File: src/sv/mmp_pkg.sv
package mmp_pkg;

  localparam int POINT_COUNT_DEF = 1024;
  localparam int COORD_W = 32;
  localparam int POINT_W = 4 * COORD_W;
  localparam int INDEX_W = 10;
  localparam int IN_DATA_W = 152;
  localparam int OUT_DATA_W = 144;

  localparam logic [1:0] ACT_WRITE = 2'd0;
  localparam logic [1:0] ACT_READ  = 2'd1;
  localparam logic [1:0] ACT_PART  = 2'd2;

  localparam logic [1:0] AXIS_X = 2'd0;
  localparam logic [1:0] AXIS_Y = 2'd1;
  localparam logic [1:0] AXIS_Z = 2'd2;
  localparam logic [1:0] AXIS_W = 2'd3;

  typedef enum logic [4:0] {
    OP_NONE, OP_LOAD, OP_WRAP_LO, OP_WRAP_HI, OP_SPAN, OP_MOM_INIT, OP_G_INIT,
    OP_GEND, OP_D, OP_MID, OP_I_INIT, OP_BEST_INIT, OP_J_CMP, OP_I_NEXT,
    OP_G_NEXT, OP_STEP_NEXT, OP_PIVOT, OP_K_INC, OP_KP_INC, OP_SW_LATCH
  } op_t;

  typedef enum logic [2:0] {RD_NONE, RD_LO, RD_I, RD_J, RD_K, RD_SWA, RD_SWB} rd_sel_t;
  typedef enum logic [1:0] {WR_NONE, WR_IN, WR_A, WR_B} wr_sel_t;
  typedef enum logic [2:0] {SW_I_BEST, SW_G_MID, SW_LO_HI, SW_K_PLACE, SW_HI_PLACE} sw_sel_t;
  typedef enum logic [2:0] {RES_NONE, RES_ZERO, RES_ERR, RES_READ, RES_LO, RES_PLACE} res_t;

  typedef enum logic [4:0] {
    S_IDLE, S_WRAP, S_MOM_INIT, S_MOM_CHK, S_GRP, S_D, S_MID, S_IINIT, S_ICHK,
    S_BEST, S_JCHK, S_JCMP, S_INEXT, S_GNEXT, S_PIV_RD, S_PIV, S_PSW, S_KCHK,
    S_KCMP, S_KPINC, S_PEND, S_SW0, S_SW1, S_SW2, S_SW3, S_DONE
  } state_t;

  typedef struct packed {
    op_t     op;
    rd_sel_t rd_sel;
    wr_sel_t wr_sel;
    sw_sel_t sw_sel;
    logic    tmp_cap;
    res_t    res;
  } cmd_t;

  typedef struct packed {
    logic [1:0] act;
    logic lo_big;
    logic hi_big;
    logic lo_gt_hi;
    logic lo_eq_hi;
    logic step_le;
    logic g_le_hi;
    logic i_le_mid;
    logic j_le_gend;
    logic k_lt_hi;
    logic less;
  } flags_t;

endpackage

File: src/sv/mmp_ctrl.sv
module mmp_ctrl (
  input  logic            clk,
  input  logic            rst_n,
  input  logic            in_valid,
  output logic            in_ready,
  output logic            out_valid,
  input  logic            out_ready,
  input  mmp_pkg::flags_t flags,
  output mmp_pkg::cmd_t   cmd
);

  mmp_pkg::state_t state_r, state_nxt;
  mmp_pkg::state_t ret_r, ret_nxt;
  mmp_pkg::res_t   resk_r, resk_nxt;
  logic            ovalid_r, ovalid_nxt;
  logic            fire;

  assign fire = !ovalid_r || out_ready;
  assign out_valid = ovalid_r;
  assign in_ready = rst_n && (state_r == mmp_pkg::S_IDLE);

  always_ff @(posedge clk) begin
    if (!rst_n) begin
      state_r  <= mmp_pkg::S_IDLE;
      ret_r    <= mmp_pkg::S_IDLE;
      resk_r   <= mmp_pkg::RES_ZERO;
      ovalid_r <= 1'b0;
    end else begin
      state_r  <= state_nxt;
      ret_r    <= ret_nxt;
      resk_r   <= resk_nxt;
      ovalid_r <= ovalid_nxt;
    end
  end

  always_comb begin
    state_nxt  = state_r;
    ret_nxt    = ret_r;
    resk_nxt   = resk_r;
    ovalid_nxt = ovalid_r;
    if (ovalid_r && out_ready) begin
      ovalid_nxt = 1'b0;
    end
    case (state_r)
      mmp_pkg::S_IDLE: begin
        if (in_valid) state_nxt = mmp_pkg::S_WRAP;
      end
      mmp_pkg::S_WRAP: begin
        if (!flags.lo_big && !flags.hi_big) begin
          state_nxt = mmp_pkg::S_DONE;
          case (flags.act)
            mmp_pkg::ACT_WRITE: resk_nxt = mmp_pkg::RES_ZERO;
            mmp_pkg::ACT_READ:  resk_nxt = mmp_pkg::RES_READ;
            mmp_pkg::ACT_PART: begin
              if (flags.lo_gt_hi) begin
                resk_nxt = mmp_pkg::RES_ERR;
              end else if (flags.lo_eq_hi) begin
                resk_nxt = mmp_pkg::RES_LO;
              end else begin
                state_nxt = mmp_pkg::S_MOM_INIT;
              end
            end
            default: resk_nxt = mmp_pkg::RES_ZERO;
          endcase
        end
      end
      mmp_pkg::S_MOM_INIT: state_nxt = mmp_pkg::S_MOM_CHK;
      mmp_pkg::S_MOM_CHK: begin
        state_nxt = flags.step_le ? mmp_pkg::S_GRP : mmp_pkg::S_PIV_RD;
      end
      mmp_pkg::S_GRP: begin
        state_nxt = flags.g_le_hi ? mmp_pkg::S_D : mmp_pkg::S_MOM_CHK;
      end
      mmp_pkg::S_D:     state_nxt = mmp_pkg::S_MID;
      mmp_pkg::S_MID:   state_nxt = mmp_pkg::S_IINIT;
      mmp_pkg::S_IINIT: state_nxt = mmp_pkg::S_ICHK;
      mmp_pkg::S_ICHK: begin
        if (flags.i_le_mid) begin
          state_nxt = mmp_pkg::S_BEST;
        end else begin
          state_nxt = mmp_pkg::S_SW0;
          ret_nxt   = mmp_pkg::S_GNEXT;
        end
      end
      mmp_pkg::S_BEST: state_nxt = mmp_pkg::S_JCHK;
      mmp_pkg::S_JCHK: begin
        if (flags.j_le_gend) begin
          state_nxt = mmp_pkg::S_JCMP;
        end else begin
          state_nxt = mmp_pkg::S_SW0;
          ret_nxt   = mmp_pkg::S_INEXT;
        end
      end
      mmp_pkg::S_JCMP:   state_nxt = mmp_pkg::S_JCHK;
      mmp_pkg::S_INEXT:  state_nxt = mmp_pkg::S_ICHK;
      mmp_pkg::S_GNEXT:  state_nxt = mmp_pkg::S_GRP;
      mmp_pkg::S_PIV_RD: state_nxt = mmp_pkg::S_PIV;
      mmp_pkg::S_PIV:    state_nxt = mmp_pkg::S_PSW;
      mmp_pkg::S_PSW: begin
        state_nxt = mmp_pkg::S_SW0;
        ret_nxt   = mmp_pkg::S_KCHK;
      end
      mmp_pkg::S_KCHK: begin
        if (flags.k_lt_hi) begin
          state_nxt = mmp_pkg::S_KCMP;
        end else begin
          state_nxt = mmp_pkg::S_SW0;
          ret_nxt   = mmp_pkg::S_PEND;
        end
      end
      mmp_pkg::S_KCMP: begin
        if (flags.less) begin
          state_nxt = mmp_pkg::S_SW0;
          ret_nxt   = mmp_pkg::S_KPINC;
        end else begin
          state_nxt = mmp_pkg::S_KCHK;
        end
      end
      mmp_pkg::S_KPINC: state_nxt = mmp_pkg::S_KCHK;
      mmp_pkg::S_PEND: begin
        resk_nxt  = mmp_pkg::RES_PLACE;
        state_nxt = mmp_pkg::S_DONE;
      end
      mmp_pkg::S_SW0: state_nxt = mmp_pkg::S_SW1;
      mmp_pkg::S_SW1: state_nxt = mmp_pkg::S_SW2;
      mmp_pkg::S_SW2: state_nxt = mmp_pkg::S_SW3;
      mmp_pkg::S_SW3: state_nxt = ret_r;
      mmp_pkg::S_DONE: begin
        if (fire) begin
          ovalid_nxt = 1'b1;
          state_nxt  = mmp_pkg::S_IDLE;
        end
      end
      default: state_nxt = mmp_pkg::S_IDLE;
    endcase
  end

  always_comb begin
    cmd.op      = mmp_pkg::OP_NONE;
    cmd.rd_sel  = mmp_pkg::RD_NONE;
    cmd.wr_sel  = mmp_pkg::WR_NONE;
    cmd.sw_sel  = mmp_pkg::SW_I_BEST;
    cmd.tmp_cap = 1'b0;
    cmd.res     = mmp_pkg::RES_NONE;
    case (state_r)
      mmp_pkg::S_IDLE: begin
        if (in_valid) cmd.op = mmp_pkg::OP_LOAD;
      end
      mmp_pkg::S_WRAP: begin
        if (flags.lo_big) begin
          cmd.op = mmp_pkg::OP_WRAP_LO;
        end else if (flags.hi_big) begin
          cmd.op = mmp_pkg::OP_WRAP_HI;
        end else if (flags.act == mmp_pkg::ACT_WRITE) begin
          cmd.wr_sel = mmp_pkg::WR_IN;
        end else if (flags.act == mmp_pkg::ACT_READ) begin
          cmd.rd_sel = mmp_pkg::RD_LO;
        end else begin
          cmd.op = mmp_pkg::OP_SPAN;
        end
      end
      mmp_pkg::S_MOM_INIT: cmd.op = mmp_pkg::OP_MOM_INIT;
      mmp_pkg::S_MOM_CHK: begin
        if (flags.step_le) cmd.op = mmp_pkg::OP_G_INIT;
      end
      mmp_pkg::S_GRP: begin
        cmd.op = flags.g_le_hi ? mmp_pkg::OP_GEND : mmp_pkg::OP_STEP_NEXT;
      end
      mmp_pkg::S_D:     cmd.op = mmp_pkg::OP_D;
      mmp_pkg::S_MID:   cmd.op = mmp_pkg::OP_MID;
      mmp_pkg::S_IINIT: cmd.op = mmp_pkg::OP_I_INIT;
      mmp_pkg::S_ICHK: begin
        if (flags.i_le_mid) begin
          cmd.rd_sel = mmp_pkg::RD_I;
        end else begin
          cmd.op     = mmp_pkg::OP_SW_LATCH;
          cmd.sw_sel = mmp_pkg::SW_G_MID;
        end
      end
      mmp_pkg::S_BEST: cmd.op = mmp_pkg::OP_BEST_INIT;
      mmp_pkg::S_JCHK: begin
        if (flags.j_le_gend) begin
          cmd.rd_sel = mmp_pkg::RD_J;
        end else begin
          cmd.op     = mmp_pkg::OP_SW_LATCH;
          cmd.sw_sel = mmp_pkg::SW_I_BEST;
        end
      end
      mmp_pkg::S_JCMP:   cmd.op = mmp_pkg::OP_J_CMP;
      mmp_pkg::S_INEXT:  cmd.op = mmp_pkg::OP_I_NEXT;
      mmp_pkg::S_GNEXT:  cmd.op = mmp_pkg::OP_G_NEXT;
      mmp_pkg::S_PIV_RD: cmd.rd_sel = mmp_pkg::RD_LO;
      mmp_pkg::S_PIV:    cmd.op = mmp_pkg::OP_PIVOT;
      mmp_pkg::S_PSW: begin
        cmd.op     = mmp_pkg::OP_SW_LATCH;
        cmd.sw_sel = mmp_pkg::SW_LO_HI;
      end
      mmp_pkg::S_KCHK: begin
        if (flags.k_lt_hi) begin
          cmd.rd_sel = mmp_pkg::RD_K;
        end else begin
          cmd.op     = mmp_pkg::OP_SW_LATCH;
          cmd.sw_sel = mmp_pkg::SW_HI_PLACE;
        end
      end
      mmp_pkg::S_KCMP: begin
        if (flags.less) begin
          cmd.op     = mmp_pkg::OP_SW_LATCH;
          cmd.sw_sel = mmp_pkg::SW_K_PLACE;
        end else begin
          cmd.op = mmp_pkg::OP_K_INC;
        end
      end
      mmp_pkg::S_KPINC: cmd.op = mmp_pkg::OP_KP_INC;
      mmp_pkg::S_SW0:   cmd.rd_sel = mmp_pkg::RD_SWA;
      mmp_pkg::S_SW1: begin
        cmd.rd_sel  = mmp_pkg::RD_SWB;
        cmd.tmp_cap = 1'b1;
      end
      mmp_pkg::S_SW2: cmd.wr_sel = mmp_pkg::WR_A;
      mmp_pkg::S_SW3: cmd.wr_sel = mmp_pkg::WR_B;
      mmp_pkg::S_DONE: begin
        if (fire) cmd.res = resk_r;
      end
      default: cmd.op = mmp_pkg::OP_NONE;
    endcase
  end

endmodule

File: config.mk
export PLATFORM = sky130hd
export DESIGN_NAME = mmp_ctrl
export DESIGN_NICKNAME = d
export VERILOG_FILES = /design/src/sv/mmp_pkg.sv /design/src/sv/mmp_ctrl.sv
export SDC_FILE = /design/constraint.sdc
export NUM_CORES = 1
export LEC_CHECK = 0
export BUFFER_PORTS_ARGS = -buffer_cell sky130_fd_sc_hd__buf_4
export CAP_MARGIN = 20
export CORE_UTILIZATION = 40
export DETAILED_ROUTE_END_ITERATION = 12
export PLACE_DENSITY_LB_ADDON = 0.3
export SETUP_SLACK_MARGIN = 0.3
export SYNTH_ARGS = -nofsm -noshare
export SYNTH_HDL_FRONTEND = slang
export SYNTH_SLANG_ARGS = --single-unit
File: constraint.sdc
create_clock -name clk -period 3.5 [get_ports clk]
set_clock_uncertainty 0.05 [all_clocks]
set_input_delay 0.175 -clock clk [delete_from_list [all_inputs] [get_ports clk]]
set_output_delay 0.175 -clock clk [all_outputs]
set_load 0.02 [all_outputs]
==> results.json <==
{
  "status": "complete, no violations",
  "netlist_top_cells_area": "dfxtp_1 18%, a21oi_1 5.4%, buf_2 3.8%",
  "synth-seq-cells": 14,
  "r2r-end": "state_r[2]",
  "slew_headroom_pct": 35.2,
  "track_usage_pct": 22.4,
  "rsz0062_at_grt": "no",
  "drcViolationCount": 0,
  "final_max_slew_viol_count": 0,
  "initial_core_util_pct": 42.2,
  "grt_use_met2_pct": 36.3,
  "cap_violations": 0,
  "synth_largest_area_cell": "dfxtp_1",
  "min_path_type": "in -> reg",
  "met3_usage_pct": 3.17,
  "powerDensity_mw_per_mm2": 708,
  "antenna_found_initial": 0,
  "routabilityCongestion": 0.901,
  "antenna_cells": 0,
  "path_max_fanout": 31,
  "r2r_slack_ps": 1170,
  "htree_levels": 1,
  "nNetsFinal": 258,
  "fp.dieW_um": 64.6,
  "critical_path_class": "reg -> out",
  "cts_tree": "done",
  "grt_pass1_wl_mm": 7.33,
  "cts_buffer_depth": 2,
  "hpwlAfterDp_mm": 3.25,
  "r2r_cells": 4,
  "synthFlopType": "dfxtp_1",
  "crit_path_end_kind": "output port",
  "postRouteAntennaNets": 0,
  "syn_area_sq_mm": 0.00157,
  "clk_pin_slew_ps": 60,
  "setup_ws_ps": 714,
  "required_ps": 3270,
  "drive_gt1_share_pct": 22.4,
  "syn_avg_cell_area_sq_um": 7.33,
  "finalHoldViolCount": 0,
  "first_global_vias": 1529,
  "fmax_mhz": 359,
  "worstPathArrival_ps": 2560,
  "min_period_ps": 2790,
  "grtUsageMet1_pct": 31.7,
  "die-area_sq_mm": 0.00417,
  "leakagePower_uw": 0.000778,
  "synthCells": 214,
  "wl_mm": 4.51,
  "setup_violations": 0,
  "synth_cell_types": 62,
  "rr_startpoint": "state_r[3]",
  "grt_overflow_total": 0,
  "die_h_um": 64.6,
  "cts_resized": 0,
  "synth.most_common_cell": "a21oi_1",
  "syn-num-nets": 234,
  "root_buffer": "clkbuf_8",
  "area_delta_synth_final_pct": 18.6,
  "ys_warn_count": 0,
  "vias_per_cell": 5.88,
  "core_sq_mm": 0.00372,
  "synth_commonest_cells": "17 x a21oi_1, 15 x nand2_1, 14 x dfxtp_1, 14 x nor2_1, 12 x buf_2",
  "synth_seq_area_share_pct": 17.9,
  "cts.sinks": 14,
  "worstHoldStart": "rst_n",
  "rows": 22,
  "synth-edff-count": 0,
  "async_flop_share_pct": 0,
  "finalCritPeriodShare_pct": 79.6,
  "top_usage_layer": "met2",
  "worstMarginPinSlew_ps": 971,
  "min_to": "resk_r[0]",
  "cts_buffers": 3,
  "start_kind": "register",
  "via_count": 1676,
  "portBuffers": 34,
  "place_ws_ps": 1030,
  "irDropWorstVdd_mv": 0.357,
  "grt_max_degree": 32,
  "io_pins": 35,
  "cts_setup_buffers": 0,
  "fillers": 405,
  "yosysTopAreaCellShare_pct": 17.9,
  "hold_depth": 2,
  "tns_ps": 0,
  "drt-initial-drc-count": 162,
  "drt_pre_antenna_iters": 5,
  "avgRoutedWirePerCell_um": 15.8,
  "worstSkewPairLatency_ps": 250,
  "cts-hold-fix-buffers": 0
}
==> final cells by class <==
| type | count | area [sq um] | share of cell area, % |
|---|---|---|---|
| multi-input combinational | 173 | 1150 | 62.0 |
| sequential | 14 | 280 | 15.1 |
| timing repair buffer | 37 | 278 | 14.9 |
| tap | 48 | 60.1 | 3.23 |
| clock buffer | 4 | 55.1 | 2.96 |
| inverter | 9 | 33.8 | 1.82 |
==> worst max path at each step <==
stage | to | from
global placement | cmd[13] | state_r[3]
floorplan | cmd[15] | state_r[1]
finish | cmd[13] | state_r[3]
CTS | cmd[13] | state_r[3]
detailed placement | cmd[13] | state_r[3]
global route | cmd[13] | state_r[3]
==> per-layer routing <==
| layer | wire (um) | share of wire [%] |
|---|---|---|
| met1 | 2140 | 48 |
| met2 | 2110 | 47 |
| met3 | 202 | 4.5 |
| met4 | 46 | 1.0 |
| met5 | 0 | 0 |
==> metrics by stage <==
stage	cells	hold slack (ps)	area [sq um]	power [uW]	utilization, %
final	285	141	1860	1320	50.0
after global routing	285	169	1860	1410	50.0
after CTS	285	148	1860	1310	50.0
after detailed placement	281	398	1800	1140	48.6
after global placement	281	388	1800	1140	48.6
after floorplan	214	309	1570	934	-
==> cells in the final DEF, fill, tap and decap left out, types with 3 or more instances in the layout <==
master    count
buf_4        37
a21oi_1      17
nand2_1      15
nor2_1       14
dfxtp_1      14
o21ai_0      11
nand3_1      10
nand2b_1      9
nor2b_1       9
inv_1         8
and2_1        6
nor3_1        4
and3_1        4
a21o_1        4
ha_1          4
clkbuf_8      4
o21a_1        3
nand4b_1      3
a32o_1        3
a22o_1        3
a32oi_1       3
a211oi_1      3
==> kinds of logic after synthesis <==
group	count (synthesis)	share of synthesized area, %
and+or+nand+nor	94	35.4
AOI/OAI and AO/OA	72	32.6
buffers and inverters	27	8.62
DFF	14	17.9
adders and majority gates	4	3.19
muxes	3	2.31
==> power by group <==
group	switching (uW)	internal, uW
Clock	61.3	99.7
Combinational	452	368
Sequential	136	199
==> sequential cells by signal (all words and copies together), names as in the netlist <==
| register | flops |
|---|---|
| ret_r | 5 |
| resk_r | 3 |
| state_r | 5 |
| out_valid | 1 |
==> worst max-delay path: stages, from the launching register on <==
cell and delay, ps:
dfxtp_1 950, nor2b_1 270, a32oi_1 400, nand2_1 220, a221o_1 310, buf_4 160
Note: power is estimated with default switching activity, not from simulation.
